**src/nbtw_pkg.sv**
```systemverilog
// package: payload types, tag codes, byte roles and shared helpers for the nbt tag walker
package nbtw_pkg;

   localparam int MAX_DEPTH_DEF  = 16;
   localparam int NAME_BYTES_DEF = 16;

   localparam int FRAME_W = 41;

   // tag type codes
   localparam logic [7:0] TAG_END      = 8'd0;
   localparam logic [7:0] TAG_BYTEARR  = 8'd7;
   localparam logic [7:0] TAG_STRING   = 8'd8;
   localparam logic [7:0] TAG_LIST     = 8'd9;
   localparam logic [7:0] TAG_COMPOUND = 8'd10;
   localparam logic [7:0] TAG_LAST_FIXED = 8'd6;

   // byte roles
   localparam logic [2:0] ROLE_TYPE     = 3'd0;
   localparam logic [2:0] ROLE_NAMELEN  = 3'd1;
   localparam logic [2:0] ROLE_NAME     = 3'd2;
   localparam logic [2:0] ROLE_LENGTH   = 3'd3;
   localparam logic [2:0] ROLE_LISTTYPE = 3'd4;
   localparam logic [2:0] ROLE_PAYLOAD  = 3'd5;
   localparam logic [2:0] ROLE_END      = 3'd6;
   localparam logic [2:0] ROLE_IGNORED  = 3'd7;

   // configuration register indexes
   localparam logic [1:0] CSR_NAME_LEN  = 2'd0;
   localparam logic [1:0] CSR_NAME_LOW  = 2'd1;
   localparam logic [1:0] CSR_NAME_HIGH = 2'd2;
   localparam logic [1:0] CSR_DEPTH     = 2'd3;

   typedef struct packed {
      logic [7:0] data_byte;
      logic       first_byte;
   } req_payload_type;

   typedef struct packed {
      logic [7:0] byte_out;
      logic [2:0] byte_role;
      logic [7:0] tag_type;
      logic [4:0] nest_depth;
      logic       name_hit;
      logic       hit_payload;
      logic       parse_error;
      logic       parse_done;
   } rsp_payload_type;

   typedef struct packed {
      logic        is_list;
      logic [7:0]  elem;
      logic [31:0] left;
   } frame_type;

   typedef struct packed {
      logic step;
      logic walk;
      logic reload;
   } cmd_type;

   typedef struct packed {
      logic need_walk;
      logic need_pop;
      logic walk_pop;
   } status_type;

   // log2 of the payload size of fixed-size types 1..6
   function automatic logic [1:0] size_shift(input logic [7:0] t);
      logic [1:0] s;
      s = 2'd0;
      case (t)
         8'd1: s = 2'd0;
         8'd2: s = 2'd1;
         8'd3: s = 2'd2;
         8'd4: s = 2'd3;
         8'd5: s = 2'd2;
         8'd6: s = 2'd3;
         default: s = 2'd0;
      endcase
      return s;
   endfunction

endpackage

```
**src/nbtw_ram.sv**
```systemverilog
// generic single write port ram with registered read
module nbtw_ram #(
   parameter int WIDTH = 8,
   parameter int DEPTH = 16
) (
   input  logic                     clock,
   input  logic                     we,
   input  logic [$clog2(DEPTH)-1:0] waddr,
   input  logic [WIDTH-1:0]         wdata,
   input  logic [$clog2(DEPTH)-1:0] raddr,
   output logic [WIDTH-1:0]         rdata
);
   logic [WIDTH-1:0] mem [DEPTH];
   logic [WIDTH-1:0] rdata_ff;

   always_ff @(posedge clock) begin
      if (we) begin
         mem[waddr] <= wdata;
      end
      rdata_ff <= mem[raddr];
   end

   assign rdata = rdata_ff;
endmodule

```
**src/nbtw_ctrl.sv**
```systemverilog
// controller: byte accept, walk and stack reload sequencing, result valid
module nbtw_ctrl (
   input  logic                 clock,
   input  logic                 reset,
   input  logic                 req_valid,
   output logic                 req_ready,
   output logic                 rsp_valid,
   input  logic                 rsp_ready,
   output nbtw_pkg::cmd_type    cmd,
   input  nbtw_pkg::status_type status
);
   localparam logic [1:0] S_IDLE = 2'd0;
   localparam logic [1:0] S_WALK = 2'd1;
   localparam logic [1:0] S_POPW = 2'd2;

   logic [1:0] state_ff, state_in;
   logic       valid_ff, valid_in;
   logic       accept, emit;

   assign req_ready = (state_ff == S_IDLE) && (!valid_ff || rsp_ready);
   assign accept    = req_valid && req_ready;
   assign rsp_valid = valid_ff;

   always_comb begin
      state_in   = state_ff;
      emit       = 1'b0;
      cmd.step   = 1'b0;
      cmd.walk   = 1'b0;
      cmd.reload = 1'b0;
      case (state_ff)
         S_IDLE: begin
            cmd.step = accept;
            if (accept) begin
               if (status.need_pop) begin
                  state_in = S_POPW;
               end else if (status.need_walk) begin
                  state_in = S_WALK;
               end else begin
                  emit = 1'b1;
               end
            end
         end
         S_POPW: begin
            cmd.reload = 1'b1;
            state_in   = S_WALK;
         end
         S_WALK: begin
            cmd.walk = 1'b1;
            if (status.walk_pop) begin
               state_in = S_POPW;
            end else begin
               emit     = 1'b1;
               state_in = S_IDLE;
            end
         end
         default: state_in = S_IDLE;
      endcase
      valid_in = (valid_ff && !rsp_ready) || emit;
   end

   always_ff @(posedge clock) begin
      if (reset) begin
         state_ff <= S_IDLE;
         valid_ff <= 1'b0;
      end else begin
         state_ff <= state_in;
         valid_ff <= valid_in;
      end
   end
endmodule

```
**src/nbtw_datapath.sv**
```systemverilog
// datapath: walk registers, frame stack, name compare, configuration and result register
module nbtw_datapath #(
   parameter int MAX_DEPTH  = nbtw_pkg::MAX_DEPTH_DEF,
   parameter int NAME_BYTES = nbtw_pkg::NAME_BYTES_DEF
) (
   input  logic                      clock,
   input  logic                      reset,
   input  nbtw_pkg::req_payload_type req_payload,
   output nbtw_pkg::rsp_payload_type rsp_payload,
   input  logic                      csr_we,
   input  logic [1:0]                csr_index,
   input  logic [63:0]               csr_wdata,
   input  nbtw_pkg::cmd_type         cmd,
   output nbtw_pkg::status_type      status
);
   localparam int LW = $clog2(MAX_DEPTH + 1);
   localparam int AW = $clog2(MAX_DEPTH);

   localparam logic [3:0] PH_TYPE     = 4'd0;
   localparam logic [3:0] PH_NAMELEN  = 4'd1;
   localparam logic [3:0] PH_NAME     = 4'd2;
   localparam logic [3:0] PH_ARRLEN   = 4'd3;
   localparam logic [3:0] PH_LISTTYPE = 4'd4;
   localparam logic [3:0] PH_LISTLEN  = 4'd5;
   localparam logic [3:0] PH_PAYLOAD  = 4'd6;
   localparam logic [3:0] PH_IGNORE   = 4'd7;

   logic [4:0]  name_len_ff;
   logic [63:0] name_low_ff, name_high_ff;
   logic [4:0]  match_depth_ff;

   logic [LW-1:0]       lvl_ff, lvl_in;
   logic [3:0]          phase_ff, phase_in;
   logic [7:0]          kind_ff, kind_in;
   logic [34:0]         cnt_ff, cnt_in;
   logic [31:0]         shft_ff, shft_in;
   logic [4:0]          nidx_ff, nidx_in;
   logic                neq_ff, neq_in;
   logic                hit_ff, hit_in;
   logic                err_ff, err_in;
   logic                done_ff, done_in;
   logic [7:0]          lelem_ff, lelem_in;
   logic                begin_ff, begin_in;
   nbtw_pkg::frame_type top_ff, top_in;
   nbtw_pkg::rsp_payload_type rsp_ff, rsp_in;

   logic                ram_we;
   logic [AW-1:0]       ram_waddr, ram_raddr;
   nbtw_pkg::frame_type ram_wdata, ram_rdata;
   logic [nbtw_pkg::FRAME_W-1:0] ram_rdata_raw;

   logic [127:0] name_all;
   assign name_all = {name_high_ff, name_low_ff};

   nbtw_ram #(
      .WIDTH (nbtw_pkg::FRAME_W),
      .DEPTH (MAX_DEPTH)
   ) u_stack (
      .clock (clock),
      .we    (ram_we),
      .waddr (ram_waddr),
      .wdata (ram_wdata),
      .raddr (ram_raddr),
      .rdata (ram_rdata_raw)
   );
   assign ram_rdata = ram_rdata_raw;

   always_comb begin
      logic [7:0]    b;
      logic [LW-1:0] lvl_m1;
      logic          lvl_is_md;
      logic          in_hit;
      logic          hit;
      logic [2:0]    role;
      logic [7:0]    ttype;
      logic [4:0]    depth;
      logic [7:0]    bv_t;
      logic          bv_do;
      logic          push_do;
      logic          push_list;
      logic [7:0]    push_elem;
      logic [31:0]   push_cnt;
      logic          push_ok;
      logic [7:0]    match_b;

      lvl_in   = lvl_ff;   phase_in = phase_ff; kind_in  = kind_ff;
      cnt_in   = cnt_ff;   shft_in  = shft_ff;  nidx_in  = nidx_ff;
      neq_in   = neq_ff;   hit_in   = hit_ff;   err_in   = err_ff;
      done_in  = done_ff;  lelem_in = lelem_ff; begin_in = begin_ff;
      top_in   = top_ff;   rsp_in   = rsp_ff;
      status   = '0;
      ram_we   = 1'b0;
      ram_waddr = '0;
      ram_wdata = top_ff;
      ram_raddr = '0;
      b        = req_payload.data_byte;
      hit      = 1'b0;
      role     = nbtw_pkg::ROLE_IGNORED;
      ttype    = 8'd0;
      bv_do    = 1'b0;
      bv_t     = 8'd0;
      push_do  = 1'b0;
      push_list = 1'b0;
      push_elem = 8'd0;
      push_cnt = 32'd0;
      push_ok  = 1'b0;
      lvl_m1   = '0;
      match_b  = 8'd0;

      // restart clears the walk before the byte is taken
      if (cmd.step && req_payload.first_byte) begin
         lvl_in = '0; phase_in = PH_TYPE; kind_in = 8'd0; cnt_in = '0;
         shft_in = '0; nidx_in = '0; neq_in = 1'b0; hit_in = 1'b0;
         err_in = 1'b0; done_in = 1'b0; lelem_in = 8'd0; begin_in = 1'b0;
      end
      depth     = 5'(lvl_in);
      in_hit    = hit_in;
      lvl_is_md = ({5'b0, lvl_in} == {{LW{1'b0}}, match_depth_ff});

      if (cmd.step) begin
         case (phase_in)
            PH_TYPE: begin
               ttype = b;
               if (b == nbtw_pkg::TAG_END) begin
                  role = nbtw_pkg::ROLE_END;
                  if (lvl_in != '0) begin
                     lvl_in          = lvl_in - LW'(1);
                     lvl_m1          = lvl_in - LW'(1);
                     ram_raddr       = lvl_m1[AW-1:0];
                     status.need_pop = 1'b1;
                  end else begin
                     status.need_walk = 1'b1;
                  end
               end else begin
                  role     = nbtw_pkg::ROLE_TYPE;
                  kind_in  = b;
                  nidx_in  = 5'd2;
                  shft_in  = '0;
                  phase_in = PH_NAMELEN;
               end
            end
            PH_NAMELEN: begin
               role    = nbtw_pkg::ROLE_NAMELEN;
               ttype   = kind_in;
               shft_in = {16'd0, shft_in[7:0], b};
               nidx_in = nidx_in - 5'd1;
               if (nidx_in == 5'd0) begin
                  neq_in = (shft_in[15:0] == {11'd0, name_len_ff}) &&
                           (name_len_ff <= 5'(NAME_BYTES)) && lvl_is_md;
                  if (shft_in == 32'd0) begin
                     if (neq_in) begin
                        hit = 1'b1; hit_in = 1'b1;
                     end
                     bv_do = 1'b1; bv_t = kind_in;
                  end else begin
                     cnt_in   = {3'd0, shft_in};
                     nidx_in  = 5'd0;
                     phase_in = PH_NAME;
                  end
               end
            end
            PH_NAME: begin
               role    = nbtw_pkg::ROLE_NAME;
               ttype   = kind_in;
               match_b = name_all[{nidx_in[3:0], 3'd0} +: 8];
               if (neq_in && (b != match_b)) begin
                  neq_in = 1'b0;
               end
               if (nidx_in != 5'd31) begin
                  nidx_in = nidx_in + 5'd1;
               end
               cnt_in = cnt_in - 35'd1;
               if (cnt_in == '0) begin
                  if (neq_in) begin
                     hit = 1'b1; hit_in = 1'b1;
                  end
                  bv_do = 1'b1; bv_t = kind_in;
               end
            end
            PH_ARRLEN: begin
               role    = nbtw_pkg::ROLE_LENGTH;
               ttype   = kind_in;
               shft_in = {shft_in[23:0], b};
               nidx_in = nidx_in - 5'd1;
               if (nidx_in == 5'd0) begin
                  if (shft_in == 32'd0) begin
                     status.need_walk = 1'b1;
                  end else begin
                     cnt_in   = {3'd0, shft_in};
                     phase_in = PH_PAYLOAD;
                  end
               end
            end
            PH_LISTTYPE: begin
               role     = nbtw_pkg::ROLE_LISTTYPE;
               ttype    = nbtw_pkg::TAG_LIST;
               lelem_in = b;
               nidx_in  = 5'd4;
               shft_in  = '0;
               phase_in = PH_LISTLEN;
            end
            PH_LISTLEN: begin
               role    = nbtw_pkg::ROLE_LENGTH;
               ttype   = nbtw_pkg::TAG_LIST;
               shft_in = {shft_in[23:0], b};
               nidx_in = nidx_in - 5'd1;
               if (nidx_in == 5'd0) begin
                  if ((shft_in == 32'd0) || (lelem_in == nbtw_pkg::TAG_END) ||
                      (lelem_in > nbtw_pkg::TAG_COMPOUND)) begin
                     status.need_walk = 1'b1;
                  end else if (lelem_in <= nbtw_pkg::TAG_LAST_FIXED) begin
                     kind_in  = lelem_in;
                     cnt_in   = {3'd0, shft_in} << nbtw_pkg::size_shift(lelem_in);
                     phase_in = PH_PAYLOAD;
                  end else begin
                     // first element starts in the walk cycle that follows
                     push_do   = 1'b1;
                     push_list = 1'b1;
                     push_elem = lelem_in;
                     push_cnt  = shft_in;
                  end
               end
            end
            PH_PAYLOAD: begin
               role  = nbtw_pkg::ROLE_PAYLOAD;
               ttype = kind_in;
               if (cnt_in <= 35'd1) begin
                  cnt_in           = '0;
                  status.need_walk = 1'b1;
               end else begin
                  cnt_in = cnt_in - 35'd1;
               end
            end
            default: begin
               role   = nbtw_pkg::ROLE_IGNORED;
               ttype  = 8'd0;
               in_hit = 1'b0;
            end
         endcase
      end

      if (cmd.reload) begin
         top_in = ram_rdata;
      end

      if (cmd.walk) begin
         if (begin_ff) begin
            begin_in = 1'b0;
            bv_do = 1'b1; bv_t = top_ff.elem;
         end else begin
            if (hit_in && lvl_is_md) begin
               hit_in = 1'b0;
            end
            if (lvl_in == '0) begin
               done_in  = 1'b1;
               phase_in = PH_IGNORE;
            end else if (!top_ff.is_list) begin
               phase_in = PH_TYPE;
            end else if (top_ff.left > 32'd1) begin
               top_in.left = top_ff.left - 32'd1;
               bv_do = 1'b1; bv_t = top_ff.elem;
            end else begin
               lvl_in          = lvl_in - LW'(1);
               lvl_m1          = lvl_in - LW'(1);
               ram_raddr       = lvl_m1[AW-1:0];
               status.walk_pop = 1'b1;
            end
         end
      end

      // start of a value of type bv_t
      if (bv_do) begin
         kind_in = bv_t;
         case (bv_t)
            8'd1, 8'd2, 8'd3, 8'd4, 8'd5, 8'd6: begin
               cnt_in   = 35'd1 << nbtw_pkg::size_shift(bv_t);
               phase_in = PH_PAYLOAD;
            end
            nbtw_pkg::TAG_BYTEARR: begin
               nidx_in = 5'd4; shft_in = '0; phase_in = PH_ARRLEN;
            end
            nbtw_pkg::TAG_STRING: begin
               nidx_in = 5'd2; shft_in = '0; phase_in = PH_ARRLEN;
            end
            nbtw_pkg::TAG_LIST: begin
               phase_in = PH_LISTTYPE;
            end
            nbtw_pkg::TAG_COMPOUND: begin
               push_do = 1'b1;
            end
            default: begin
               // empty payload: value completes at once
               status.need_walk = cmd.step;
            end
         endcase
      end

      if (push_do) begin
         if (lvl_in >= LW'(MAX_DEPTH)) begin
            err_in   = 1'b1;
            hit_in   = 1'b0;
            phase_in = PH_IGNORE;
         end else begin
            lvl_m1 = lvl_in - LW'(1);
            if (lvl_in != '0) begin
               ram_we    = 1'b1;
               ram_waddr = lvl_m1[AW-1:0];
               ram_wdata = top_in;
            end
            top_in.is_list = push_list;
            top_in.elem    = push_elem;
            top_in.left    = push_cnt;
            lvl_in         = lvl_in + LW'(1);
            push_ok        = 1'b1;
         end
         if (push_list) begin
            if (push_ok) begin
               begin_in         = 1'b1;
               status.need_walk = 1'b1;
            end
         end else if (push_ok) begin
            phase_in = PH_TYPE;
         end
      end

      if (cmd.step) begin
         rsp_in.byte_out    = b;
         rsp_in.byte_role   = role;
         rsp_in.tag_type    = ttype;
         rsp_in.nest_depth  = depth;
         rsp_in.name_hit    = hit;
         rsp_in.hit_payload = in_hit;
      end
      if (cmd.step || cmd.walk) begin
         rsp_in.parse_error = err_in;
         rsp_in.parse_done  = done_in;
      end
   end

   always_ff @(posedge clock) begin
      if (reset) begin
         name_len_ff    <= 5'd0;
         name_low_ff    <= 64'd0;
         name_high_ff   <= 64'd0;
         match_depth_ff <= 5'd1;
      end else if (csr_we) begin
         case (csr_index)
            nbtw_pkg::CSR_NAME_LEN:  name_len_ff    <= csr_wdata[4:0];
            nbtw_pkg::CSR_NAME_LOW:  name_low_ff    <= csr_wdata;
            nbtw_pkg::CSR_NAME_HIGH: name_high_ff   <= csr_wdata;
            nbtw_pkg::CSR_DEPTH:     match_depth_ff <= csr_wdata[4:0];
            default: ;
         endcase
      end
   end

   always_ff @(posedge clock) begin
      if (reset) begin
         lvl_ff   <= '0;
         phase_ff <= PH_TYPE;
         kind_ff  <= 8'd0;
         cnt_ff   <= '0;
         shft_ff  <= '0;
         nidx_ff  <= '0;
         neq_ff   <= 1'b0;
         hit_ff   <= 1'b0;
         err_ff   <= 1'b0;
         done_ff  <= 1'b0;
         lelem_ff <= 8'd0;
         begin_ff <= 1'b0;
      end else begin
         lvl_ff   <= lvl_in;
         phase_ff <= phase_in;
         kind_ff  <= kind_in;
         cnt_ff   <= cnt_in;
         shft_ff  <= shft_in;
         nidx_ff  <= nidx_in;
         neq_ff   <= neq_in;
         hit_ff   <= hit_in;
         err_ff   <= err_in;
         done_ff  <= done_in;
         lelem_ff <= lelem_in;
         begin_ff <= begin_in;
      end
      top_ff <= top_in;
      rsp_ff <= rsp_in;
   end

   assign rsp_payload = rsp_ff;
endmodule

```
**src/nbt_tag_stream_walker_top.sv**
```systemverilog
// top level of the nbt tag stream walker
// walks a decompressed nbt stream one byte per item and returns one result item per byte with
// its role, tag type and nesting depth, plus name match and payload marks. an ordinary byte is
// accepted and its result appears in the output register the cycle after; a byte that
// completes a value goes through the walk loop of the controller, which checks the enclosing
// frames in turn and reloads the top frame from the stack memory for every frame popped (that
// memory has a registered read), and takes a further walk step when a list of strings, arrays,
// lists or compounds opens.
// the stack keeps up to MAX_DEPTH frames: the top one in a register, the rest in a small ram.
// configuration writes land at once and are meant to be made while the block is idle.
module nbt_tag_stream_walker_top #(
   parameter int MAX_DEPTH  = nbtw_pkg::MAX_DEPTH_DEF,
   parameter int NAME_BYTES = nbtw_pkg::NAME_BYTES_DEF
) (
   input  logic                      clock,
   input  logic                      reset,
   // byte items in
   input  logic                      req_valid,
   output logic                      req_ready,
   input  nbtw_pkg::req_payload_type req_payload,
   // result items out
   output logic                      rsp_valid,
   input  logic                      rsp_ready,
   output nbtw_pkg::rsp_payload_type rsp_payload,
   // register writes
   input  logic                      csr_we,
   input  logic [1:0]                csr_index,
   input  logic [63:0]               csr_wdata
);
   nbtw_pkg::cmd_type    cmd;
   nbtw_pkg::status_type status;

   // sequencing: accept, walk loop, stack reload
   nbtw_ctrl u_ctrl (
      .clock     (clock),
      .reset     (reset),
      .req_valid (req_valid),
      .req_ready (req_ready),
      .rsp_valid (rsp_valid),
      .rsp_ready (rsp_ready),
      .cmd       (cmd),
      .status    (status)
   );

   // walk state, stack, name compare, result register
   nbtw_datapath #(
      .MAX_DEPTH  (MAX_DEPTH),
      .NAME_BYTES (NAME_BYTES)
   ) u_datapath (
      .clock       (clock),
      .reset       (reset),
      .req_payload (req_payload),
      .rsp_payload (rsp_payload),
      .csr_we      (csr_we),
      .csr_index   (csr_index),
      .csr_wdata   (csr_wdata),
      .cmd         (cmd),
      .status      (status)
   );
endmodule
```
**config.mk**
```make
export PLATFORM = sky130hd
export DESIGN_NAME = nbt_tag_stream_walker_top
export DESIGN_NICKNAME = d
export VERILOG_FILES = /design/src/nbtw_pkg.sv /design/src/nbtw_ram.sv /design/src/nbtw_ctrl.sv /design/src/nbtw_datapath.sv /design/src/nbt_tag_stream_walker_top.sv
export SDC_FILE = /design/constraint.sdc
export NUM_CORES = 2
export LEC_CHECK = 0
export ABC_AREA = 1
export ABC_CLOCK_PERIOD_IN_PS = 8620
export BUFFER_PORTS_ARGS = -buffer_cell sky130_fd_sc_hd__buf_4
export CAP_MARGIN = 15
export CORE_MARGIN = 1.5
export CORE_UTILIZATION = 32
export CTS_CLUSTER_SIZE = 24
export DETAILED_ROUTE_END_ITERATION = 12
export SLEW_MARGIN = 20
export SYNTH_ARGS = -nofsm -noshare
export SYNTH_HDL_FRONTEND = slang
export SYNTH_SLANG_ARGS = --single-unit
export TNS_END_PERCENT = 30
```
**constraint.sdc**
```tcl
create_clock -name clock -period 8.62 [get_ports clock]
set_input_delay 1.293 -clock clock [delete_from_list [all_inputs] [get_ports clock]]
set_output_delay 1.293 -clock clock [all_outputs]
set_load 0.01 [all_outputs]
```
Word level (Yosys, flattened, before mapping)
Memories as Yosys holds them, arrays and structs flattened. A register that Yosys moved wholly into a read port is not among the register bits.
Cells that the tools add are included.
{"block": "word_totals", "register_bits": 312, "ramBits": 656, "input_bits": 80, "word_cells": 348, "n_memories": 1}
{"block": "op_classes", "add_sub_neg": 10, "n_lt_le_gt_ge": 6, "n_eq_ne": 32, "n_shift": 3, "muxes": 224, "n_reduce_logical": 43}
{"name": "u_datapath.u_stack.mem", "words": 16, "word_bits": 41, "rd": 1, "rd_clocked_by_memory_dff": 1, "write_ports": 1, "line": "nbtw_ram.sv:13", "rtl": "logic [WIDTH-1:0] mem [DEPTH];"}
{"operator": "32-bit two-way mux", "n": 15}
{"operator": "35-bit two-way mux", "n": 12}
{"operator": "41-bit two-way mux", "n": 6}
{"operator": "8-bit two-way mux", "n": 24}
{"operator": "35-bit case mux with 5 select lines", "n": 1}
{"operator": "32-bit case mux with 4 select lines", "n": 1}
{"operator": "128-bit by 8-bit variable part select with 8-bit output", "n": 1}
{"operator": "4-bit two-way mux", "n": 31}
{"operator": "5-bit two-way mux", "n": 19}
{"operator": "1-bit two-way mux", "n": 84}
{"operator": "8-bit by 3-bit equality test with 1-bit output (second input constant)", "n": 7}
{"operator": "35-bit by 1-bit less-or-equal comparator with 1-bit output (second input constant)", "n": 1}
{"operator": "35-bit zero test", "n": 1}
{"operator": "1-bit by 2-bit left shift with 35-bit output (first input constant)", "n": 1}
{"operator": "32-bit by 2-bit left shift with 35-bit output", "n": 1}
{"operator": "35-bit by 1-bit subtractor with 35-bit output (second input constant)", "n": 1}
{"operator": "8-bit by 2-bit equality test with 1-bit output (second input constant)", "n": 4}
{"operator": "32-bit by 1-bit greater-than comparator with 1-bit output (second input constant)", "n": 1}
{"operator": "32-bit zero test", "n": 1}
{"operator": "8-bit case mux with 2 select lines", "n": 2}
{"operator": "32-bit by 1-bit subtractor with 32-bit output (second input constant)", "n": 1}
{"operator": "2-bit two-way mux", "n": 13}
{"operator": "5-bit case mux with 5 select lines", "n": 1}
{"operator": "8-bit by 4-bit equality test with 1-bit output (second input constant)", "n": 3}
{"operator": "other kinds (43)", "n": 86}

Depth between registers and ports, before layout
{"block": "logic_depth", "word_depth": 29, "mapped_depth": 35, "ltp_nobuf": 31}

Modules after synthesis
From an unflattened synthesis, not the netlist that was laid out.
{"block": "hier_totals", "cells_unflattened": 5614, "area_unflattened_um2": 47911.0}
{"mod": "nbtw_ram", "n_inst": 1, "cells_each": 2708, "area_each_um2": 29104.2}
{"mod": "nbtw_datapath", "n_inst": 1, "cells_each": 2872, "area_each_um2": 18605.3}
{"mod": "nbtw_ctrl", "n_inst": 1, "cells_each": 34, "area_each_um2": 201.4}

Least setup slack after synthesis
Ideal clock, no wire load.
{"block": "synth_timing", "path_type": "input port to flip-flop", "startpoint": "in rsp_ready", "endpoint": "mem u_datapath.u_stack.mem[9][0] in the netlist's numbering (enable)", "arrival_time_ns": 6.574, "required_ns": 8.181, "path_slack_ns": 1.606, "cell_stages": 27, "cell_sequence": "inv_1 > nand2_1 > nand4_4 > buf_6 > buf_6 > buf_6 > buf_6 > buf_6 > nand2_1 > ha_1 > nand3_2 > nor2_4 > nor2_8 > o21a_1 > ha_1 > nand3_4 > nand4_1 > o21ai_0 > inv_1 > ha_1 > inv_1 > nor3_1 > inv_1 > nand3_2 > inv_2 > nand3_1 > nor2_1"}
{"block": "synth_between", "elab_chain_len": 23}
{"element": "start: declaration", "line": "nbt_tag_stream_walker_top.sv:23", "rtl": "input logic rsp_ready,"}
{"element": "1-bit logical OR *", "line": "nbtw_ctrl.sv:20", "rtl": "assign req_ready = (state_ff == S_IDLE) && (!valid_ff || rsp_ready);"}
{"element": "1-bit logical AND *", "line": "nbtw_ctrl.sv:20"}
{"element": "1-bit logical AND *", "line": "nbtw_ctrl.sv:21", "rtl": "assign accept = req_valid && req_ready;"}
{"element": "1-bit two-way mux *", "line": "nbtw_ctrl.sv:30", "rtl": "case (state_ff)"}
{"element": "parallel branches: the longest is 19 deep, another holds 35-bit by 1-bit subtractor with 35-bit output"}
{"element": "end: declaration", "line": "nbtw_ram.sv:13"}
Every way passes the cells marked *.

Final worst setup path
{"block": "layout_timing", "startpoint": "in rsp_ready", "endpoint": "mem u_datapath.u_stack.mem[1][20] in the netlist's numbering (enable)"}
Same word-level chain as after synthesis.

==> flow_summary.json <==
{
  "outcome": "finished clean",
  "switching_share": 0.235,
  "drt-met1-wl_mm": 65.0,
  "cts-root-buf": "clkbuf_16",
  "worstHoldStart": "u_datapath.u_stack.rdata[36]$_DFF_P_",
  "drt_iter0_drc": 3987,
  "crit_top_cell": "nand2_1",
  "portBuffers": 109,
  "initial_core_util": 0.322,
  "wirelength_mm": 142,
  "slew_headroom": 0.172,
  "p_int_w": 0.00798,
  "hpwlAfterDp_mm": 89.2,
  "p_leak_nw": 19.2,
  "wl_met3_mm": 10.9,
  "nets": 4838,
  "critical_path.top_delay_family": "simple AND/OR/NAND/NOR gates",
  "drive_gt1_frac": 0.131,
  "reg2reg_slack_ns": 2.12,
  "vias_per_cell": 5.33,
  "clkSinkCount": 1001,
  "grt_remaining_overflow": 0,
  "arrival_ns": 7.10,
  "cts.path.max_buffers": 3,
  "cts_tree": "done",
  "antenna_left": 0,
  "syn_inst": 4749,
  "met2_length_mm": 63.3,
  "final_area_um2": 52500,
  "worst_setup_path_end_kind": "flop",
  "hold_end": "u_datapath.top_ff[36]$_DFF_P_",
  "synth_seq_cells": 1001,
  "rows": 139,
  "place_congestion": 0.964,
  "setup_tns_ns": 0,
  "switching_power_w": 0.00245,
  "syn_area_per_cell_um2": 9.73,
  "tightest_slew_ns": 1.24,
  "die_w_um": 383,
  "clock_latency_ns": 0.75,
  "wire_per_inst_um": 21.1,
  "cts_hold_buf": 0,
  "pin_count": 110,
  "max_stage_delay_ns": 0.66,
  "layout.cells.non_filler": 6737,
  "clkTransAtPathRegs_ns": 0.06,
  "synth_fp_nets": 4844,
  "place_area_um2": 48900,
  "fmax_ghz": 0.148,
  "vias": 35900,
  "core_um2": 143000,
  "r2r_cells": 26,
  "drv_cap": 0,
  "first_pass_iters": 6,
  "routed.top_layer": "met5",
  "diodes": 0,
  "rsz0062_at_grt": "false",
  "synth-edff-count": 684,
  "dp.cells": 6538,
  "finalCritPeriodShare": 0.782,
  "required_ns": 8.98,
  "r2r-end": "u_datapath.u_stack.mem[1][20]$_DFFE_PP_",
  "powerDensity_nw_per_um2": 199,
  "seq_area_frac_synth": 0.582,
  "antenna_found_initial": 4,
  "hold_viol_final": 0,
  "die_height_um": 383,
  "r2r_start": "u_ctrl.state_ff[0]$_SDFFE_PP0P_",
  "grt_pass1_wl_mm": 216,
  "pwr-share-comb": 0.054,
  "p_clk_frac": 0.443,
  "post_cts_buffers": 0,
  "min_path_cells": 2,
  "worst_clock_skew_ns": 0.0548,
  "grt_max_degree": 180,
  "crit_path_top_delay_cell": "buf_4",
  "cts_resized": 0,
  "cts_buffers": 106,
  "area_growth_pct": 13.6,
  "synthFlopType": "edfxtp_1",
  "power_frac_seq": 0.503,
  "critPathBufInv": 5,
  "ir_worst_vdd_v": 0.000167,
  "fin_crit_ns": 6.74,
  "min_path_type": "flop to flop",
  "htreeDepth": 3,
  "grt_pass1_vias": 34000,
  "die_area_um2": 147000,
  "slew_violations": 0,
  "ys_types": 65,
  "ys_warn_count": 0,
  "drc_errors": 0,
  "path_max_fanout": 64,
  "asyncSetResetFlopFracSynth": 0,
  "setup_viol": 0,
  "criticalPathCategory": "input pin to flop",
  "netlist_area_um2": 46200,
  "track_usage": 0.190,
  "start_kind": "input pin"
}
==> flip-flops by register name (all words and copies together) (netlist names), 2 cells and up <==
signal,cells
u_datapath.rsp_payload,28
u_datapath.shft_ff,24
u_datapath.kind_ff,8
u_datapath.name_len_ff,5
u_datapath.match_depth_ff,5
u_datapath.name_low_ff,64
u_datapath.top_ff,41
u_ctrl.state_ff,2
u_datapath.u_stack.rdata,41
u_datapath.cnt_ff,35
u_datapath.nidx_ff,5
u_datapath.u_stack.mem,656
u_datapath.lvl_ff,5
u_datapath.phase_ff,4
u_datapath.lelem_ff,8
u_datapath.name_high_ff,64
==> final cells by class <==
cell class / count / area [µm²]
clock buffer: 152 / 3080
clock inverter: 47 / 475
fill: 14200 / 91000
inverter: 286 / 1080
multi-input combinational: 3170 / 17100
sequential: 1001 / 26900
tap: 1903 / 2380
timing repair buffer: 178 / 1510
==> Yosys cell counts (all sizes together), types with 110 or more instances <==
master	count	area share
nand2	817	0.068
nor2	753	0.064
edfxtp	684	0.44
o21ai	385	0.045
dfxtp	317	0.14
a21oi	297	0.032
inv	275	0.022
nand3	232	0.027
clkbuf	182	0.015
o311ai	165	0.031
mux2	164	0.040
buf	110	0.015
==> layer usage <==
layer / vias up / track usage
li1: 16800 / -
met1: 17500 / 0.274
met2: 1475 / 0.292
met3: 204 / 0.0327
met4: 2 / 0.0509
met5: - / 0
==> worst max-delay path by stage <==
| stage | startpoint | end | depth (start not counted) |
|---|---|---|---|
| final | rsp_ready | u_datapath.u_stack.mem[1][20]$_DFFE_PP_ | 28 |
| after floorplan | rsp_ready | u_datapath.u_stack.mem[9][0]$_DFFE_PP_ | 27 |
| after CTS | rsp_ready | u_datapath.u_stack.mem[1][31]$_DFFE_PP_ | 28 |
| after detailed placement | rsp_ready | u_datapath.u_stack.mem[1][16]$_DFFE_PP_ | 28 |
| after global routing | rsp_ready | u_datapath.u_stack.mem[1][31]$_DFFE_PP_ | 28 |
| after global placement | rsp_ready | u_datapath.u_stack.mem[1][16]$_DFFE_PP_ | 28 |
==> through the flow <==
stage / setup WS [ns] / hold slack (ns) / util / total power (W)
global route: 1.43 / 0.464 / 0.366 / 0.0108
CTS: 1.94 / 0.451 / 0.366 / 0.0105
detailed placement: 1.17 / 0.442 / 0.341 / 0.00591
finish: 1.88 / 0.448 / 0.366 / 0.0104
global placement: 1.27 / 0.437 / 0.341 / 0.00591
floorplan: 1.61 / 0.426 / - / 0.00567
==> kinds of logic after synthesis <==
kind of cell               count (synthesis)  synth area share
buffers and inverters                    578            0.0529
and+or+nand+nor                         1879             0.169
adders and majority gates                 15           0.00406
muxes                                    174            0.0421
DFF                                     1001             0.582
AOI/OAI and AO/OA                       1060             0.142
xor gates and xnor gates                  42           0.00813
==> layout by cell type, fill, tap and decap left out, types with 13 or more instances in the layout <==
master,instances
nand2_1,791
nor2_1,710
edfxtp_1,684
dfxtp_1,317
o21ai_0,308
a21oi_1,295
inv_1,250
nand3_1,223
buf_4,164
mux2_2,127
clkbuf_16,110
o311ai_0,94
o22ai_1,87
o311ai_1,71
o21ai_1,37
o21ai_2,37
mux2_1,37
xor2_1,34
nand4_1,30
inv_2,27
clkbuf_1,25
nor3_1,24
nor2_4,23
o211ai_1,22
nand2_2,22
a22oi_1,20
nor2_2,18
o2111ai_1,17
clkinv_2,17
clkbuf_8,17
ha_1,15
buf_12,14
clkinv_1,13
==> power groups by stage <==
stage	clock network [W]	logic (W)	registers [W]
after floorplan	0	0.000339	0.00533
after global routing	0.00488	0.000620	0.00526
final	0.00462	0.000566	0.00525
after CTS	0.00470	0.000558	0.00525
after global placement	0	0.000554	0.00535
after detailed placement	0	0.000556	0.00535
==> tightest hold or removal path, stage by stage, from the launching register on <==
cell and delay, ns:
dfxtp_1 0.29, nand2_1 0.05, a21oi_1 0.05
No activity file was read; power rests on OpenSTA's default activity.
